**src/rtl/core/lae_pkg.sv**
```systemverilog
package lae_pkg;

    localparam int AMP_W   = 24;
    localparam int GAIN_W  = 17;
    localparam int VEL_W   = 7;
    localparam int PHASE_W = 3;

    localparam int IN_TDATA_W  = 16;
    localparam int OUT_TDATA_W = 32;
    localparam int CFG_IDX_W   = 2;

    localparam logic [AMP_W-1:0]  AMP_MAX  = 24'hFF_FFFF;
    localparam logic [AMP_W-1:0]  AMP_ONE  = 24'h80_0000;
    localparam logic [AMP_W-1:0]  AMP_HALF = 24'h40_0000;
    localparam logic [GAIN_W-1:0] GAIN_ONE = 17'd65536;

    // Register indexes on the config port
    typedef enum logic [CFG_IDX_W-1:0] {
        REG_ATTACK_STEP  = 2'd0,
        REG_DECAY_STEP   = 2'd1,
        REG_FADE_STEP    = 2'd2,
        REG_RELEASE_STEP = 2'd3
    } cfg_index_t;

    typedef enum logic [4:0] {
        PH_ATTACK  = 5'b00001,
        PH_DECAY   = 5'b00010,
        PH_FADE    = 5'b00100,
        PH_RELEASE = 5'b01000,
        PH_IDLE    = 5'b10000
    } phase_t;

    // Phase codes as seen on the result bus
    localparam logic [PHASE_W-1:0] PCODE_ATTACK  = 3'd0;
    localparam logic [PHASE_W-1:0] PCODE_DECAY   = 3'd1;
    localparam logic [PHASE_W-1:0] PCODE_FADE    = 3'd2;
    localparam logic [PHASE_W-1:0] PCODE_RELEASE = 3'd3;
    localparam logic [PHASE_W-1:0] PCODE_IDLE    = 3'd4;

    localparam logic [9:0] GAIN_DIV   = 10'd127;
    localparam logic [9:0] GAIN_BIAS  = 10'd63;
    localparam logic [9:0] GAIN_MUL   = 10'd516;

    // round(v * 65536 / 127), halves up. 65536 = 516*127 + 4, so the
    // quotient is 516*v plus floor((4*v + 63) / 127), which is 0..4.
    function automatic logic [GAIN_W-1:0] vel_to_gain(input logic [VEL_W-1:0] v);
        logic [9:0]        t;
        logic [2:0]        corr;
        logic [GAIN_W-1:0] base;
        t    = {1'b0, v, 2'b00} + GAIN_BIAS;
        corr = 3'(t >= GAIN_DIV) + 3'(t >= 10'(2 * GAIN_DIV))
             + 3'(t >= 10'(3 * GAIN_DIV)) + 3'(t >= 10'(4 * GAIN_DIV));
        base = GAIN_W'(v) * GAIN_W'(GAIN_MUL);
        return base + GAIN_W'(corr);
    endfunction

    function automatic logic [PHASE_W-1:0] phase_code(input phase_t p);
        logic [PHASE_W-1:0] c;
        unique case (p)
            PH_ATTACK:  c = PCODE_ATTACK;
            PH_DECAY:   c = PCODE_DECAY;
            PH_FADE:    c = PCODE_FADE;
            PH_RELEASE: c = PCODE_RELEASE;
            PH_IDLE:    c = PCODE_IDLE;
            default:    c = PCODE_ATTACK;
        endcase
        return c;
    endfunction

endpackage

```
**src/rtl/core/linear_adsr_envelope_unit.sv**
```systemverilog
// Linear ADSR envelope, one item per audio sample. Each input item carries
// note_on, velocity and gate; each produces exactly one result item with the
// scaled level (unsigned Q1.23) and the phase after that sample. Throughput is
// one item per clock while the result side does not stall; an accepted item
// goes through the input register, the envelope state update and the gain
// multiply into the output register, in that order. The rate is bounded by
// the state update loop: add/compare on the amplitude feeds the next sample.
// Step registers are written through the config port and must only change
// while idle.
module linear_adsr_envelope_unit
    import lae_pkg::*;
(
    input  logic                     aclk,
    input  logic                     aresetn,

    input  logic                     cfg_we,
    input  logic [CFG_IDX_W-1:0]     cfg_index,
    input  logic [AMP_W-1:0]         cfg_data,

    input  logic                     s_tvalid,
    output logic                     s_tready,
    // [0] note_on, [7:1] velocity, [8] gate, [15:9] zero
    input  logic [IN_TDATA_W-1:0]    s_tdata,

    output logic                     m_tvalid,
    input  logic                     m_tready,
    // [23:0] level, [26:24] phase, [31:27] zero
    output logic [OUT_TDATA_W-1:0]   m_tdata
);

    logic [AMP_W-1:0] attack_step_reg, decay_step_reg, fade_step_reg, release_step_reg;

    always_ff @(posedge aclk) begin
        if (!aresetn) begin
            attack_step_reg  <= '0;
            decay_step_reg   <= '0;
            fade_step_reg    <= '0;
            release_step_reg <= '0;
        end else if (cfg_we) begin
            unique case (cfg_index_t'(cfg_index))
                REG_ATTACK_STEP:  attack_step_reg  <= cfg_data;
                REG_DECAY_STEP:   decay_step_reg   <= cfg_data;
                REG_FADE_STEP:    fade_step_reg    <= cfg_data;
                REG_RELEASE_STEP: release_step_reg <= cfg_data;
                default: ;
            endcase
        end
    end

    // Pipeline handshake: input reg -> state update -> output reg
    logic in_valid_reg, mid_valid_reg, out_valid_reg;
    logic out_free, mid_free, in_free, in_adv, mid_adv;

    assign out_free = !out_valid_reg || m_tready;
    assign mid_adv  = mid_valid_reg && out_free;
    assign mid_free = !mid_valid_reg || out_free;
    assign in_adv   = in_valid_reg && mid_free;
    assign in_free  = !in_valid_reg || mid_free;
    assign s_tready = in_free;

    logic              note_on_reg, gate_reg;
    logic [GAIN_W-1:0] gain_in_reg;

    always_ff @(posedge aclk) begin
        if (!aresetn) begin
            in_valid_reg <= 1'b0;
        end else if (in_free) begin
            in_valid_reg <= s_tvalid;
        end
    end

    always_ff @(posedge aclk) begin
        if (in_free && s_tvalid) begin
            note_on_reg <= s_tdata[0];
            gain_in_reg <= vel_to_gain(s_tdata[VEL_W:1]);
            gate_reg    <= s_tdata[VEL_W+1];
        end
    end

    // Envelope state; it also serves as the middle pipeline stage, since it
    // is only rewritten when that stage is free.
    phase_t            phase_reg, phase_next;
    logic [AMP_W-1:0]  amp_reg, amp_next;
    logic [GAIN_W-1:0] gain_reg, gain_next;

    always_comb begin
        phase_t          ph;
        logic [AMP_W:0]  sum;
        logic [AMP_W-1:0] sat;
        ph         = note_on_reg ? PH_ATTACK : phase_reg;
        gain_next  = note_on_reg ? gain_in_reg : gain_reg;
        phase_next = ph;
        amp_next   = amp_reg;
        sum        = {1'b0, amp_reg} + {1'b0, attack_step_reg};
        sat        = sum[AMP_W] ? AMP_MAX : sum[AMP_W-1:0];
        unique case (ph)
            PH_ATTACK: begin
                if (!gate_reg) begin
                    phase_next = PH_RELEASE;
                end else begin
                    amp_next = sat;
                    if (sat >= AMP_ONE) phase_next = PH_DECAY;
                end
            end
            PH_DECAY: begin
                if (!gate_reg) begin
                    phase_next = PH_RELEASE;
                end else begin
                    amp_next = (decay_step_reg >= amp_reg) ? '0 : amp_reg - decay_step_reg;
                    if (amp_next <= AMP_HALF) phase_next = PH_FADE;
                end
            end
            PH_FADE: begin
                if (!gate_reg) begin
                    phase_next = PH_RELEASE;
                end else begin
                    amp_next = (fade_step_reg >= amp_reg) ? '0 : amp_reg - fade_step_reg;
                end
            end
            PH_RELEASE: begin
                if (release_step_reg > amp_reg) begin
                    amp_next   = '0;
                    phase_next = PH_IDLE;
                end else begin
                    amp_next = amp_reg - release_step_reg;
                end
            end
            PH_IDLE: ;
            default: phase_next = PH_ATTACK;
        endcase
    end

    always_ff @(posedge aclk) begin
        if (!aresetn) begin
            mid_valid_reg <= 1'b0;
            phase_reg     <= PH_IDLE;
            amp_reg       <= '0;
            gain_reg      <= GAIN_ONE;
        end else begin
            if (mid_free) mid_valid_reg <= in_valid_reg;
            if (in_adv) begin
                phase_reg <= phase_next;
                amp_reg   <= amp_next;
                gain_reg  <= gain_next;
            end
        end
    end

    // Gain multiply, round, saturate; zero level in the idle phase
    logic [AMP_W+GAIN_W:0]   prod_rnd;
    logic [GAIN_W-16:0]      hi_bits;
    logic [AMP_W-1:0]        level;
    logic [OUT_TDATA_W-1:0]  out_data_reg;

    assign prod_rnd = (AMP_W+GAIN_W+1)'(amp_reg) * (AMP_W+GAIN_W+1)'(gain_reg)
                    + (AMP_W+GAIN_W+1)'(32768);
    assign hi_bits  = prod_rnd[AMP_W+GAIN_W:AMP_W+16];
    always_comb begin
        if (phase_reg == PH_IDLE) begin
            level = '0;
        end else if (hi_bits != '0) begin
            level = AMP_MAX;
        end else begin
            level = prod_rnd[AMP_W+15:16];
        end
    end

    always_ff @(posedge aclk) begin
        if (!aresetn) begin
            out_valid_reg <= 1'b0;
        end else if (out_free) begin
            out_valid_reg <= mid_valid_reg;
        end
    end

    always_ff @(posedge aclk) begin
        if (mid_adv) begin
            out_data_reg <= {(OUT_TDATA_W-AMP_W-PHASE_W)'(0), phase_code(phase_reg), level};
        end
    end

    assign m_tvalid = out_valid_reg;
    assign m_tdata  = out_data_reg;

endmodule

```
**config.mk**
```make
export PLATFORM = sky130hd
export DESIGN_NAME = linear_adsr_envelope_unit
export DESIGN_NICKNAME = d
export VERILOG_FILES = /design/src/rtl/core/lae_pkg.sv /design/src/rtl/core/linear_adsr_envelope_unit.sv
export SDC_FILE = /design/constraint.sdc
export NUM_CORES = 2
export LEC_CHECK = 0
export ABC_AREA = 1
export BUFFER_PORTS_ARGS = -buffer_cell sky130_fd_sc_hd__buf_4
export CORE_ASPECT_RATIO = 1.5
export CORE_MARGIN = 10
export CORE_UTILIZATION = 45
export DETAILED_ROUTE_END_ITERATION = 10
export GPL_TIMING_DRIVEN = 0
export PLACE_DENSITY = 0.61
export SLEW_MARGIN = 10
export SYNTH_ARGS = -nofsm -noshare
export SYNTH_HDL_FRONTEND = slang
export SYNTH_SLANG_ARGS = --single-unit
```
**constraint.sdc**
```tcl
create_clock -name aclk -period 8.1 [get_ports aclk]
set_input_delay 0.405 -clock aclk [delete_from_list [all_inputs] [get_ports aclk]]
set_output_delay 0.405 -clock aclk [all_outputs]
set_load 0.005 [all_outputs]
```
* Yosys cells after proc, flatten, opt, wreduce, memory -nomap -nowiden
Index checks and enable logic that the tools add are counted.
Operators by class: $add $sub $neg 10, $mul 2, magnitude comparators 9, eq/ne operators 15, multiplexer cells 18, reduce and logical (&&, ||, !) cells 18
Operator list (count):
- 2-to-1 mux 24 bit | 8
- case mux 24 bit (4 select lines) | 1
- subtractor 24 bit | 3
- >= comparator 24 bit | 2
- adder 41 x 16 -> 42 bit, second input constant | 1
- multiplier 24 x 17 -> 41 bit | 1
- 2-to-1 mux 5 bit | 7
- adder 24 x 24 -> 25 bit | 1
- case mux 5 bit (5 select lines) | 1
- >= comparator 24 bit, second input constant | 1
- > comparator 24 bit | 1
- less-or-equal comparator 24 x 23 -> 1 bit, second input constant | 1
- >= comparator 10 x 9 -> 1 bit, second input constant | 2
- adder 17 x 3 -> 17 bit | 1
- multiplier 7 x 8 -> 15 bit, second input constant | 1
- case mux 3 bit (4 select lines) | 1
- adder 9 x 6 -> 10 bit, second input constant | 1
- == test 5 x 2 -> 1 bit, second input constant | 2
- == test 5 x 3 -> 1 bit, second input constant | 2
- == test 5 x 4 -> 1 bit, second input constant | 2
- == test 5 bit, second input constant | 2
- >= comparator 10 x 7 -> 1 bit, second input constant | 1
- >= comparator 10 x 8 -> 1 bit, second input constant | 1
- AND reduction 2 bit | 5
- 14 further kinds | 23
Storage, ports and cells: flip-flop bits (word level) 191, input port bits 47, output and inout bits 34, logic and storage cells 87

* Longest topological paths before layout
word-level depth 6, depth in mapped cells 32, depth with buffers taken out 29

* Least setup slack after synthesis
OpenSTA, ideal clock, no wires.
path kind register -> register, from reg amp_reg[12], to reg out_data_reg[19] (netlist: m_tdata[19]) (data pin), library setup time 0.250 ns, arrival 6.096 ns, data required time 7.850 ns, setup slack 1.753 ns, stages on the path, launching flop included 30, path buffers 3, clock period less this slack 6.347 ns, path through dfxtp_1 > clkbuf_1 > buf_1 > nand2_1 > fa_1 > inv_1 > fa_1 > inv_1 > fa_1 > inv_1 > fa_1 > fa_1 > inv_1 > fa_1 > inv_1 > ha_1 > a21oi_1 > o21ai_0 > inv_1 > o21ai_0 > inv_1 > nand2_1 > a21oi_1 > o21ai_1 > xor2_1 > nor2_2 > buf_2 > nand2_1 > nand2_1 > inv_1
On the way: word-level cells in the longest chain between the ends 4
Ends and longest elaborated chain:
- start: declaration | line linear_adsr_envelope_unit.sv:83 | logic [AMP_W-1:0] amp_reg, amp_next;
- start signal: assignment | line linear_adsr_envelope_unit.sv:143 | amp_reg <= amp_next;
- multiplier 24 x 17 -> 41 bit * | line linear_adsr_envelope_unit.sv:155 | assign prod_rnd = (AMP_W+GAIN_W+1)'(amp_reg) * (AMP_W+GAIN_W+1)'(gain_reg)
- adder 41 x 16 -> 42 bit * | line linear_adsr_envelope_unit.sv:156 | + (AMP_W+GAIN_W+1)'(32768);
- nonzero test 2 bit | line linear_adsr_envelope_unit.sv:161 | end else if (hi_bits != '0) begin
- 2-to-1 mux 24 bit * | line linear_adsr_envelope_unit.sv:161
- end signal: assignment | line linear_adsr_envelope_unit.sv:178 | out_data_reg <= {(OUT_TDATA_W-AMP_W-PHASE_W)'(0), phase_code(phase_reg), level};
- end: declaration | line linear_adsr_envelope_unit.sv:153 | logic [OUT_TDATA_W-1:0] out_data_reg;
Mark *: on every way between the ends. The rest lies on a longest branch, timed or not. A chain may end at the register's enable or synchronous reset.

* Worst setup path in the final report
from reg gain_reg[5], to reg out_data_reg[7] (netlist: m_tdata[7]) (data pin)
On the way: word-level cells in the longest chain between the ends 4
Ends and longest elaborated chain:
- start: declaration | line linear_adsr_envelope_unit.sv:84 | logic [GAIN_W-1:0] gain_reg, gain_next;
- start signal: assignment | line linear_adsr_envelope_unit.sv:144 | gain_reg <= gain_next;
- multiplier 24 x 17 -> 41 bit * | line linear_adsr_envelope_unit.sv:155
- adder 41 x 16 -> 42 bit * | line linear_adsr_envelope_unit.sv:156
- nonzero test 2 bit | line linear_adsr_envelope_unit.sv:161
- 2-to-1 mux 24 bit * | line linear_adsr_envelope_unit.sv:161
Marks and branches as above.

==> impl_results.md <==
* Status: completed
* Clock sinks at roughly 190
* Post-Synthesis Cells at 3,930
* Worst-path fanout max at 10
* First-pass GRT wire length at ~160,000 um
* Period utilization at 0.964
* Power density cells at 99.4 nW/um^2
* Max-Cap Viols at 0
* Worst-path clk slew at 90 ps
* Yosys warnings at 0
* Leak at roughly 17 nW
* Asr flop ratio synth at 0
* Post-synth top flop: dfxtp_1
* Slew Viols, Final at 0
* NumNets Final at 4,632
* Post-synth EDFFs at 46
* VDD IR max at 0.000161 V
* DR vias/cell at 5.21
* Maximum clock frequency at 0.128 GHz
* HP Class: in2reg
* Number of buffers created by CTS at 17
* PnR worst setup slack at between 200 and 300 ps
* Cell taking the most area after synthesis: fa_1
* # IOs at 81
* H-tree level count at 4
* Drt first pass iters at 6
* Final cell count without fillers at a little under 5,000
* Sequential fraction of the synthesis area at 0.155
* Yosys cell types at 56
* Die H at 324 um
* Final Hold Vio Count at 0
* FILL cells at roughly 6,500
* CTS Root Buffer Type: clkbuf_16
* Worst hold slack at 118 ps
* WL/cell at 21.6 um
* Largest net degree at the start of global routing at 26
* RSZ-0062 raised after global routing: false
* Worst-case headroom to the max-slew limit at 0.197
* Via count at 25,103
* Clock insertion delay at the later pin of the skew report at 490 ps
* Dpl ws at -245 ps
* Type of element launching the critical path: flop
* Ant diodes at 0
* Initial antenna violation count at 0
* GR Util All Layers at 0.295
* Vias in the first global route at 26,926
* CTS tree: done
* HPWL after detailed placement at 90,000 um
* Syn avg cell area at 7.04 sq um
* Area grow syn2layout at 7.78%
* Synth Register Bits at 191
* Die footprint at between 70,000 and 80,000 sq um
* Post-CTS Setup Bufs at 0
* Final WL at 104,000 um
* Final GP Congestion at 0.998
* Worst Path Required at between 8000 and 9000 ps
* Worst-Margin Slew at around 1200 ps
* Synth Cell Area at 27,700 sq um
* Gr ovfl total at 0
* Die Span X at 222 um
* Clock skew at 19.4 ps
* Placed insts at 4,795
* Drc violations at 0
* Area fraction of the dominant cell type after synthesis at 0.242
* Max reg flops at 27
* FP Rows at ~110
* Initial Utilization at 0.454
* Clk buf depth at 2
* IO buf count at 68
* Core Region at 61,000 sq um
* Critical path class: reg2reg
* Setup violators final at 0
* Crit path capture type: flop
* Initial DRC Count at between 1,000 and 1,500
* Final antenna-violating net count at 0
* Post-layout min period at 7810 ps
* Power Total at 2.96 mW
* Share of cells above drive strength 1 at 0.0476
* Synth area leaders: fa_1 24%, nand2_1 13%, inv_1 13%
* Data arrival time of the critical path at 8050 ps
## timing repair
item	4_1_cts	5_1_grt
cloned	0	0
resized for setup	11	32
setup endpoints to repair	23	23
hold buffers	0	0
## path summary, 6_finish.rpt
check,from,endpoint,slack (ps),depth (start not counted)
max,gain_reg[5],m_tdata[7],290,26
min,s_tdata[0],note_on_reg,120,1
max reg2reg,gain_reg[5],m_tdata[7],290,26
min reg2reg,release_step_reg[0],release_step_reg[0],460,2
## cells by family after synthesis
| kind of cell | Yosys count | share of synthesized area |
|---|---|---|
| AO/OA/AOI/OAI | 561 | 0.110 |
| adder cells (fa/ha/maj) | 567 | 0.347 |
| buffers and inverters | 1097 | 0.151 |
| other | 1 | 0.000136 |
| flip-flops | 191 | 0.155 |
| AND/OR/NAND/NOR | 1427 | 0.210 |
| XOR/XNOR | 86 | 0.0272 |
## report_power, final
part	internal, mW	total [mW]	switching [mW]
Combinational	0.303	1.02	0.716
Clock	0.423	0.892	0.469
Sequential	1.02	1.05	0.0320
Total	1.75	2.96	1.22
## critical path: stages, from the launching register on
cell      delay, ps
dfxtp_1         320
clkbuf_1        570
clkbuf_1        580
nand2_1         140
fa_1            520
inv_1            60
fa_1            530
inv_1            60
fa_1            500
inv_1            50
fa_1            490
fa_1            580
inv_1            60
fa_1            540
inv_1            50
ha_1            380
a21oi_1         280
o21ai_0         180
a21oi_1         150
nand3_1         330
a31oi_1         280
xor2_1          130
nor2_2          300
buf_2           280
nand2_1          90
nand2_1          80
inv_1            40
## cells in the final DEF (no fill, tap or decap), types with 7 or more instances in the layout
master,Yosys,final
a21o_1,17,17
a21oi_1,256,254
a31oi_1,19,19
buf_1,19,15
buf_2,10,11
buf_4,7,76
clkbuf_1,118,90
clkbuf_16,0,17
clkbuf_2,0,26
dfxtp_1,145,145
edfxtp_1,46,46
fa_1,335,335
ha_1,232,232
inv_1,932,932
inv_2,8,8
nand2_1,933,933
nand2_2,9,9
nand3_1,113,113
nand3b_1,8,8
nand4_1,28,28
nor2_1,268,268
nor3_1,33,32
nor4_1,8,8
o21a_1,13,13
o21ai_0,204,204
o21ai_1,7,7
o21bai_1,13,13
xnor2_1,39,39
xor2_1,47,47
## per-stage QoR
| stage | TNS [ps] | instance area (sq um) | utilization |
|---|---|---|---|
| floorplan | 0 | 27700 | - |
| global placement | -5320 | 29200 | 0.479 |
| detailed placement | -4180 | 29200 | 0.479 |
| CTS | 0 | 29800 | 0.489 |
| global route | 0 | 29800 | 0.489 |
| finish | 0 | 29800 | 0.489 |
## layer usage
layer,track usage,vias up,routed length [um]
met2,0.558,638,55600
met3,0.0345,325,3570
met5,0,-,0
li1,-,12097,-
met1,0.268,12043,33800
met4,0.278,0,11300
## synth_stat cells (6+ instances only)
cell      instances
or2_2             6
nand3_1         113
buf_2            10
o21ai_1           7
o21a_1           13
inv_2             8
a21oi_1         256
nand2_2           9
a31oi_1          19
xnor2_1          39
nor2_1          268
o21ai_0         204
dfxtp_1         145
inv_1           932
edfxtp_1         46
ha_1            232
nand3b_1          8
clkbuf_1        118
nor4_1            8
nor3_1           33
xor2_1           47
a21o_1           17
nand4_1          28
nand2_1         933
buf_4             7
o21bai_1         13
fa_1            335
buf_1            19
## cell type report
type	count	area, sq um	area share
inverters	941	3530	0.118
plain buffers	151	658	0.0221
multi-input cells	2646	19200	0.645
repair buffers	70	538	0.0180
flip-flops and latches	191	4280	0.144
well taps	791	990	0.0332
clock buffers	19	453	0.0152
clock inverters	12	121	0.00407
(Power assumes the default switching activity.)
